[src/hdl/sepr_pkg.sv]
`default_nettype none
// ----------------------------------------------------------------------------
// sepr_pkg
// Types, widths and helpers shared by the segment endpoint proximity test.
// ----------------------------------------------------------------------------
package sepr_pkg;

    localparam int COORD_BITS     = 16;
    localparam int PROJ_FRAC_BITS = 16;

    localparam int REG_W  = 34;                 // config register width
    localparam int DIST_W = 33;                 // reported squared distance

    localparam int DIFF_W = COORD_BITS + 1;     // coordinate difference
    localparam int LEN_W  = 2 * DIFF_W;         // squared length
    localparam int DOT_W  = LEN_W + 1;          // signed dot product
    localparam int REM_W  = LEN_W + 1;          // divider remainder
    localparam int Q_W    = PROJ_FRAC_BITS + 1; // projection parameter t
    localparam int PROD_W = Q_W + 1 + DIFF_W;   // t * d
    localparam int OFS_W  = DIFF_W + 2;         // offset from projected point
    localparam int SUM_W  = 2 * OFS_W + 1;      // sum of two squares

    localparam int NUM_LANES = 4;

    localparam int FIFO_DEPTH = 32;
    localparam int FIFO_AW    = $clog2(FIFO_DEPTH);

    localparam logic [Q_W-1:0] PROJ_ONE = {1'b1, {PROJ_FRAC_BITS{1'b0}}};

    // configuration register indexes
    localparam logic CFG_MAX_DIST_SQ   = 1'b0;
    localparam logic CFG_MIN_LENGTH_SQ = 1'b1;

    typedef struct packed {
        logic signed [COORD_BITS-1:0] a_start_w;
        logic signed [COORD_BITS-1:0] a_start_t;
        logic signed [COORD_BITS-1:0] a_end_w;
        logic signed [COORD_BITS-1:0] a_end_t;
        logic signed [COORD_BITS-1:0] b_start_w;
        logic signed [COORD_BITS-1:0] b_start_t;
        logic signed [COORD_BITS-1:0] b_end_w;
        logic signed [COORD_BITS-1:0] b_end_t;
    } t_in;

    typedef struct packed {
        logic              compatible;
        logic [DIST_W-1:0] min_dist_sq;
        logic              short_segment_seen;
    } t_out;

    typedef struct packed {
        logic signed [COORD_BITS-1:0] w;
        logic signed [COORD_BITS-1:0] t;
    } t_pt;

    // what one lane found for one point/segment test
    typedef struct packed {
        logic              valid;
        logic [DIST_W-1:0] dsq;
        logic              short_seg;
    } t_lane_res;

    function automatic logic [DIST_W-1:0] sat_dist(input logic [SUM_W-1:0] s);
        logic [DIST_W-1:0] r;
        r = (|s[SUM_W-1:DIST_W]) ? {DIST_W{1'b1}} : s[DIST_W-1:0];
        return r;
    endfunction

endpackage
`default_nettype wire

[src/hdl/sepr_merge.sv]
`default_nettype none
// ----------------------------------------------------------------------------
// sepr_merge
// Two-level registered minimum over the four lane results and the cut test.
// ----------------------------------------------------------------------------
module sepr_merge (
    input  wire logic                        i_clk,
    input  wire logic                        i_rst_n,
    input  wire sepr_pkg::t_lane_res         i_res [sepr_pkg::NUM_LANES],
    input  wire logic [sepr_pkg::REG_W-1:0]  i_max_dist,
    output logic                             o_valid,
    output sepr_pkg::t_out                   o_data
);
    import sepr_pkg::*;

    logic              r1_valid, r1_short;
    logic [DIST_W-1:0] r1_m01, r1_m23;

    always_ff @(posedge i_clk) begin
        if (!i_rst_n) begin
            r1_valid <= 1'b0;
        end else begin
            r1_valid <= i_res[0].valid;
        end
        r1_m01   <= (i_res[1].dsq < i_res[0].dsq) ? i_res[1].dsq : i_res[0].dsq;
        r1_m23   <= (i_res[3].dsq < i_res[2].dsq) ? i_res[3].dsq : i_res[2].dsq;
        r1_short <= i_res[0].short_seg | i_res[1].short_seg
                  | i_res[2].short_seg | i_res[3].short_seg;
    end

    logic [DIST_W-1:0] w_best;
    logic              r2_valid;
    t_out              r2_data;

    assign w_best = (r1_m23 < r1_m01) ? r1_m23 : r1_m01;

    always_ff @(posedge i_clk) begin
        if (!i_rst_n) begin
            r2_valid <= 1'b0;
        end else begin
            r2_valid <= r1_valid;
        end
        r2_data.compatible         <= w_best < i_max_dist;
        r2_data.min_dist_sq        <= w_best;
        r2_data.short_segment_seen <= r1_short;
    end

    assign o_valid = r2_valid;
    assign o_data  = r2_data;

endmodule
`default_nettype wire

[config.mk]
export PLATFORM = sky130hd
export DESIGN_NAME = sepr_merge
export DESIGN_NICKNAME = d
export VERILOG_FILES = /design/src/hdl/sepr_pkg.sv /design/src/hdl/sepr_merge.sv
export SDC_FILE = /design/constraint.sdc
export NUM_CORES = 1
export LEC_CHECK = 0
export ABC_CLOCK_PERIOD_IN_PS = 10000
export BUFFER_PORTS_ARGS = -buffer_cell sky130_fd_sc_hd__buf_4
export CORE_MARGIN = 5
export CORE_UTILIZATION = 45
export DETAILED_ROUTE_END_ITERATION = 12
export PLACE_DENSITY_LB_ADDON = 0.1
export SYNTH_ARGS = -nofsm -noshare
export SYNTH_HDL_FRONTEND = slang
export SYNTH_SLANG_ARGS = --single-unit
[constraint.sdc]
create_clock -name i_clk -period 10 [get_ports i_clk]
set_input_delay 1 -clock i_clk [delete_from_list [all_inputs] [get_ports i_clk]]
set_output_delay 1 -clock i_clk [all_outputs]
set_load 0.01 [all_outputs]
==> reports/qor.txt, run 1 <==
PLACEMENT
-----------------------------------------------------------------------------------------------------
Gp weighted congestion .................................................................        0.932
Half-perimeter wire length of the detailed placement result ............................     14800 um
Count of buffers from port buffering ...................................................          208

CTS
-----------------------------------------------------------------------------------------------------
CTS buffer count .......................................................................            9
Maximum level of the CTS H-tree ........................................................            3
Source-to-sink clock delay at the later pin of the worst-skew pair .....................      0.34 ns
CTS hold repair buffers ................................................................            0
Clock transition at the registers of the reported paths ................................      0.07 ns
CTS tree ...............................................................................          yes
Buffers inserted during post-CTS setup optimization ....................................            0
Gates resized, CTS repair ..............................................................            0
Clock tree buffer depth ................................................................            2
Sinks on the clock net .................................................................          104
Root buffer cell .......................................................................    clkbuf_16

FLOORPLAN
-----------------------------------------------------------------------------------------------------
Num rows ...............................................................................           44
# IOs ..................................................................................          212
Die area ............................................................................... 0.0171 sq mm
Overall die width ......................................................................       131 um
CORE AREA .............................................................................. 0.0144 sq mm
Die span in y ..........................................................................       131 um
Initial Utilization ....................................................................        45.5%

CRITICAL PATH
-----------------------------------------------------------------------------------------------------
Maximum net fanout on the critical path ................................................           48
Capturing point of the worst reg2reg path ..............................................   o_data[34]
Combined buffer and inverter count along the critical path .............................            2
Dominant cell type by count on the critical path .......................................      o21ai_0
Worst Path Required ....................................................................     10.23 ns
Nature of the critical path endpoint ...................................................    flip-flop
Arrival time worst endpoint ............................................................      4.87 ns
Worst Setup Start Kind .................................................................    flip-flop
Crit path largest cell delay ...........................................................      0.55 ns
Worst-case register-to-register setup slack ............................................      5.36 ns
Logic depth of the worst register-to-register path .....................................           17
Largest delay share family, worst path ................................................. compound AO/OA/AOI/OAI gates
Master of the slowest instance on the critical path ....................................     a211oi_4
CP Cell Sequence ....................................................................... inv_1 > ha_1 > and4_1 > a221oi_1 > o21ai_0 > a31o_2 > a211oi_4 > buf_4 > o21ai_0 > ha_1 > and4_1 > nor4bb_1 > o21ai_0 > o22ai_1 > nor3_1 > o31ai_1 > o21ai_0
Reg-to-reg startpoint ..................................................................    r1_m01[8]
Startpoint-to-endpoint class of the critical path ...................................... flip-flop to flip-flop

RUN STATUS
-----------------------------------------------------------------------------------------------------
Run status ............................................................................. finished clean

DETAILED ROUTING
-----------------------------------------------------------------------------------------------------
Iteration-0 DRC count of the detailed router ...........................................          154
DRC ....................................................................................            0
Routed Wire Length .....................................................................     17300 um
Routed vias/inst .......................................................................         5.03
WL per Instance ........................................................................      15.8 um
Drt pass-1 iters .......................................................................            4
Via count ..............................................................................         5507
DRT antenna net count ..................................................................            0

FINISH
-----------------------------------------------------------------------------------------------------
Final net count ........................................................................         1212
Area growth from synthesis to final layout .............................................        30.8%
Fill count .............................................................................         1291
Most common cell after layout, fill and taps aside .....................................        buf_4
Ant diodes .............................................................................            0
Fraction of final layout cells with drive strength greater than 1 ......................        32.1%
Commonest cells after routing, fill and taps aside ..................................... buf_4 (210), inv_1 (130), ha_1 (128)

TIMING
-----------------------------------------------------------------------------------------------------
Final Slew Violations ..................................................................            0
Worst slew slack as a fraction of its limit ............................................        18.6%
Period Utilization, post-route .........................................................        46.4%
Actual slew at the worst max-slew pin ..................................................      1.22 ns
Accumulated negative setup slack .......................................................         0 ns
Total count of hold-check failures in the final report .................................            0
Fin Clk Skew ...........................................................................   0.00771 ns
Unrepaired setup endpoints after global routing ........................................        false
Max Clock Freq .........................................................................    0.216 GHz
Final number of setup-violating endpoints ..............................................            0
Time the worst path needs with I/O delays and setup ....................................      4.64 ns

POWER AND IR DROP
-----------------------------------------------------------------------------------------------------
Leak Pwr ...............................................................................      4.63 nW
Peak supply drop .......................................................................    0.0930 mV
Total chip power .......................................................................      1.35 mW
Power per unit of standard cell area ...................................................  157 mW/mm^2

MIN PATH
-----------------------------------------------------------------------------------------------------
Cell depth of the worst min-delay path .................................................            0
Type of the most critical hold path .................................................... flip-flop to flip-flop
Terminating pin of the worst hold path .................................................    o_data[0]
Launch point of the worst hold path ....................................................     r1_short

LOGIC SYNTHESIS
-----------------------------------------------------------------------------------------------------
Dominant combinational cell family by area after synthesis .............................  adder cells
Xor and xnor fraction of the mapped netlist area .......................................           0%
Fraction of registers with async set or reset after synthesis ..........................           0%
Area fraction in compound gates after synthesis ........................................        12.6%
Synth Area per Inst ....................................................................   9.37 sq um
Number of cells produced by synthesis ..................................................          700
EDFF count, synth ......................................................................            0
Yosys warning count ....................................................................            0
Synthesized flop and latch total .......................................................          104
Unique masters post-synth ..............................................................           43
Ys flop type ...........................................................................      dfxtp_1
Netlist area before placement .......................................................... 0.00656 sq mm
Synthesized Nets .......................................................................         1004
Simple-gate share of the synthesized area ..............................................        9.23%
Post-synthesis share of cell area spent on full adders, half adders and majority gates .        24.4%
Mux contribution to synthesized area ...................................................        13.2%
Sequential-to-total area share from yosys stat .........................................        31.7%

GLOBAL ROUTING
-----------------------------------------------------------------------------------------------------
Number of global-route vias before repair ..............................................         5762
Maximum number of pins on one net before global-route repair ...........................           49
Wire length of the first global-routing pass ...........................................     26700 um
Antenna violations before repair .......................................................            0
Global routing usage summed across all routing layers ..................................        20.2%
GR Overflow Total ......................................................................            0

RUN
-----------------------------------------------------------------------------------------------------
Max-cap violation count ................................................................            0

==> worst register-to-register path, stage by stage, from the launching register on <==
cell and delay (ns):
dfxtp_1 0.32, inv_1 0.06, ha_1 0.32, and4_1 0.23, a221oi_1 0.24, o21ai_0 0.12
a31o_2 0.26, a211oi_4 0.55, buf_4 0.49, o21ai_0 0.23, ha_1 0.34, and4_1 0.26
nor4bb_1 0.49, o21ai_0 0.17, o22ai_1 0.19, nor3_1 0.08, o31ai_1 0.07, o21ai_0 0.10
==> area by class of cell <==
class | instances | area (sq um) | area share, %
Timing Repair Buffer | 210 | 1580 | 18.4
Inverter | 130 | 488 | 5.69
Clock buffer | 14 | 274 | 3.19
Sequential cell | 104 | 2080 | 24.3
Tap cell | 184 | 230 | 2.68
Multi-Input combinational cell | 453 | 3930 | 45.8
==> per-layer routing <==
metal  up-vias  GRT usage [%]  wire length, um
met1      2473           23.2             7050
met2       164           37.1             8710
met4         0           7.08              368
met5         -              0                0
met3        24           4.11             1200
li1       2846              -                -
==> worst max path at each step <==
stage | slack, ns | cells past startpoint | end | startpoint
floorplan | 6.48 | 18 | o_data[34] | r1_m01[8]
global placement | 5.46 | 17 | o_data[34] | r1_m01[8]
detailed placement | 5.41 | 17 | o_data[34] | r1_m01[8]
CTS | 5.39 | 17 | o_data[34] | r1_m01[8]
global route | 4.98 | 17 | o_data[34] | r1_m01[12]
finish | 5.36 | 17 | o_data[34] | r1_m01[8]
==> cells by family (layout without fill, tap and decap cells) <==
family,Yosys count,in the layout
flip-flops,104,104
AO/OA/AOI/OAI,136,136
buffers and inverters,143,354
multiplexers,67,67
adder cells (fa/ha/maj),128,128
AND/OR/NAND/NOR,122,122
==> synthesized netlist by cell type, types with 2 or more instances <==
cell type / n / area (sq um)
and2_1: 2 / 12.5
nor2b_1: 2 / 12.5
mux2_2: 35 / 394
nand4b_1: 2 / 17.5
nand4_1: 16 / 100
ha_1: 128 / 1600
o31ai_1: 3 / 22.5
o21ai_0: 53 / 265
nand2_1: 54 / 203
mux2_4: 30 / 450
o21bai_1: 2 / 15.0
or4_1: 2 / 15.0
nand3b_1: 2 / 15.0
a21o_1: 13 / 97.6
nand2b_1: 4 / 25.0
a211oi_1: 7 / 52.6
buf_2: 7 / 35.0
a21oi_1: 38 / 190
a221oi_1: 5 / 43.8
nor2_1: 18 / 67.6
o211ai_1: 3 / 22.5
mux2_1: 2 / 22.5
buf_6: 3 / 33.8
inv_1: 130 / 488
and4_1: 7 / 61.3
dfxtp_1: 104 / 2080
buf_4: 3 / 22.5
nor3_1: 4 / 20.0
nand3_1: 7 / 35.0
==> metrics by stage <==
step	std cells	setup WS, ns	utilization (%)	cell area [sq um]	hold slack (ns)
6_report	1095	5.36	59.5	8580	0.327
4_1_cts	1095	5.39	59.5	8580	0.328
3_5_place_dp	1081	5.41	57.6	8310	0.312
5_1_grt	1095	4.98	59.5	8580	0.333
2_1_floorplan	700	6.48	-	6560	0.310
3_3_place_gp	1081	5.46	57.6	8310	0.313
==> power by group <==
group / leakage [nW] / internal (mW) / switching [mW]
registers: 0.876 / 0.488 / 0.0271
logic: 3.61 / 0.246 / 0.250
clock network: 0.135 / 0.187 / 0.149
total: 4.63 / 0.922 / 0.427
==> registers in the layout, indices dropped and copies added (netlist names) <==
name and flops:
r1_valid 1, o_data 35, r1_m01 33, r1_short 1, r1_m23 33, o_valid 1
Note: power is estimated with default switching activity, not from simulation.
==> inputs of run 2 (changes only) <==
Settings changed: ABC_CLOCK_PERIOD_IN_PS 10000 to 3800.
Clock period 10 ns to 3.8 ns, I/O delays scaled along.
==> run 2 against run 1 <==
- highest routed layer unchanged
- worst hold slack got worse by 0.11 ns
- die area unchanged
- sequential share of layout area decreased by 2.1 points
- final area increased by 10%
- largest power group is now combinational cells
- largest cell class unchanged
- wire length increased by 7.2%
- via count increased by 4.6%
- combinational power increased to 3.4 times the previous value
- utilization increased by 6.0 points
- first-iteration DRC count increased by 23%
- global-route usage increased by 0.34 points
==> reports/qor.txt, run 2 (same netlist as run 1, synthesis figures left out) <==
CRITICAL PATH
---------------------------------------------------------------------------------
Worst Setup Start Kind .............................................    flip-flop
Crit path largest cell delay .......................................      0.31 ns
Reg-to-reg startpoint ..............................................    r1_m01[6]
Arrival time worst endpoint ........................................      3.94 ns
Maximum net fanout on the critical path ............................            8
Worst setup path startpoint ........................................    r1_m01[6]
Worst-case register-to-register setup slack ........................      0.09 ns
Worst Path Required ................................................      4.03 ns
Nature of the critical path endpoint ...............................    flip-flop
CP Cell Sequence ................................................... inv_1 > ha_4 > and4_4 > a221oi_2 > o21ai_1 > a31o_2 > a211oi_4 > buf_6 > buf_12 > buf_8 > o21ai_2 > ha_1 > nand4b_1 > nor4bb_4 > buf_4 > o21ai_2 > o22ai_2 > nor3_2 > o31ai_1 > o21ai_1
Startpoint-to-endpoint class of the critical path .................. flip-flop to flip-flop
Master of the slowest instance on the critical path ................         ha_1

TIMING
---------------------------------------------------------------------------------
Actual slew at the worst max-slew pin ..............................     0.582 ns
Final number of setup-violating endpoints ..........................            0
Worst slew slack as a fraction of its limit ........................        60.9%
Fin Clk Skew .......................................................   0.00739 ns
Time the worst path needs with I/O delays and setup ................      3.71 ns
Final Slew Violations ..............................................            0
Period Utilization, post-route .....................................        97.6%
Max Clock Freq .....................................................    0.270 GHz
Total count of hold-check failures in the final report .............            0

CTS
---------------------------------------------------------------------------------
Clock tree buffer depth ............................................            2
Source-to-sink clock delay at the later pin of the worst-skew pair .      0.35 ns
Sinks on the clock net .............................................          104
CTS tree ...........................................................          yes
CTS buffer count ...................................................            9
Maximum level of the CTS H-tree ....................................            3
Clock transition at the registers of the reported paths ............      0.07 ns
CTS hold repair buffers ............................................            0
Root buffer cell ...................................................    clkbuf_16

DETAILED ROUTING
---------------------------------------------------------------------------------
Iteration-0 DRC count of the detailed router .......................          189
Via count ..........................................................         5758
WL per Instance ....................................................      16.5 um
Routed Wire Length .................................................     18600 um
DRC ................................................................            0
DRT antenna net count ..............................................            0
Drt pass-1 iters ...................................................            4
Routed vias/inst ...................................................         5.11

GLOBAL ROUTING
---------------------------------------------------------------------------------
Wire length of the first global-routing pass .......................     27300 um
Fraction of met1 tracks used by global routing .....................        24.2%
Global Route met3 Usage ............................................        3.66%
GR Layer Usage met2 ................................................        37.2%
Global routing usage summed across all routing layers ..............        20.5%
Maximum number of pins on one net before global-route repair .......           34
Most used routing layer ............................................         met2
Antenna violations before repair ...................................            0
GR Overflow Total ..................................................            0
Number of global-route vias before repair ..........................         5850

FINISH
---------------------------------------------------------------------------------
Most common cell after layout, fill and taps aside .................        buf_4
Max reg flops ......................................................           35
Commonest cells after routing, fill and taps aside ................. buf_4 (228), inv_1 (119), ha_1 (110)
Number of standard cells in the layout, taps in and fillers out ....         1127
Final net count ....................................................         1242
Final instance area ................................................ 0.00944 sq mm
Ant diodes .........................................................            0
Area growth from synthesis to final layout .........................        43.9%
Fraction of final layout cells with drive strength greater than 1 ..        43.2%

POWER AND IR DROP
---------------------------------------------------------------------------------
Power per unit of standard cell area ...............................  431 mW/mm^2
Peak supply drop ...................................................     0.268 mV
Total chip power ...................................................      4.07 mW
Leak Pwr ...........................................................      4.91 nW

RUN STATUS
---------------------------------------------------------------------------------
Run status ......................................................... finished clean

RUN
---------------------------------------------------------------------------------
Max-cap violation count ............................................            0

PLACEMENT
---------------------------------------------------------------------------------
Instance count after placement with tap cells included .............         1099
Half-perimeter wire length of the detailed placement result ........     15200 um
Gp weighted congestion .............................................        0.876
Count of buffers from port buffering ...............................          208
Placement Cell Area ................................................ 0.00848 sq mm

FLOORPLAN
---------------------------------------------------------------------------------
Die span in y ......................................................       131 um
# IOs ..............................................................          212
Overall die width ..................................................       131 um
Initial Utilization ................................................        45.5%
Die area ........................................................... 0.0171 sq mm
Num rows ...........................................................           44
CORE AREA .......................................................... 0.0144 sq mm

MIN PATH
---------------------------------------------------------------------------------
Type of the most critical hold path ................................ input port to flip-flop
Launch point of the worst hold path ................................     i_res[0]

## run 2: changes by cell type in the layout (fill, tap and decap cells not counted), moves of 12 or more
cell	before	now
buf_4	210	228
ha_1	128	110
ha_4	0	18
o21ai_0	53	24
o21ai_1	0	12
o21ai_2	0	13
## run 2: routing by layer
metal  wire length (um)  up-vias
met5                  0        -
met4                376        0
met3               1230       25
met2               9530      178
met1               7440     2661
li1                   -     2894
## run 2: report_power, final
part	total [mW]	internal, mW	switching, mW	leakage, nW
sequential	1.38	1.29	0.0931	0.876
combinational	1.70	0.889	0.808	3.87
clock	0.996	0.592	0.404	0.158
total	4.07	2.77	1.31	4.91
## run 2: worst paths after layout
path	to	cells after the start
setup / recovery	o_data[34]	20
hold reg to reg	o_data[0]	0
setup reg to reg	o_data[34]	20
hold / removal	r1_short	2
## run 2: metrics by stage
stage	worst slack (ns)	utilization (%)	TNS [ns]	hold slack, ns
6_report	0.0895	65.5	0	0.213
5_1_grt	-0.0550	65.5	-0.0550	0.211
4_1_cts	-0.0570	61.1	-0.0570	0.199
3_5_place_dp	-0.153	58.8	-0.153	0.320
3_3_place_gp	-0.0653	58.8	-0.0653	0.313
2_1_floorplan	0.283	-	0	0.310
## run 2: cell type report
class                      count  area [sq um]
fill                        1179          4980
sequential                   104          2090
clock inverter                 6          82.6
clock buffer                  10           239
multi-input combinational    453          4390
tap                          184           230
inverter                     130           490
timing repair buffer         240          1920
## run 2: timing repair
action | 4_1_cts | 5_1_grt
buffers inserted | 0 | 8
endpoints found under the setup margin | 1 | 1
pin swaps | 1 | 39
resized for setup | 3 | 124
cloned | 0 | 4
## run 2: critical path, delay by kind of cell, from the launching register on
kind | cells | cell delay, ns
and+or+nand+nor | 4 | 0.74
adders and majority gates | 2 | 0.53
AOI/OAI and AO/OA | 9 | 1.28
buffers and inverters | 5 | 0.73
DFF | 1 | 0.30
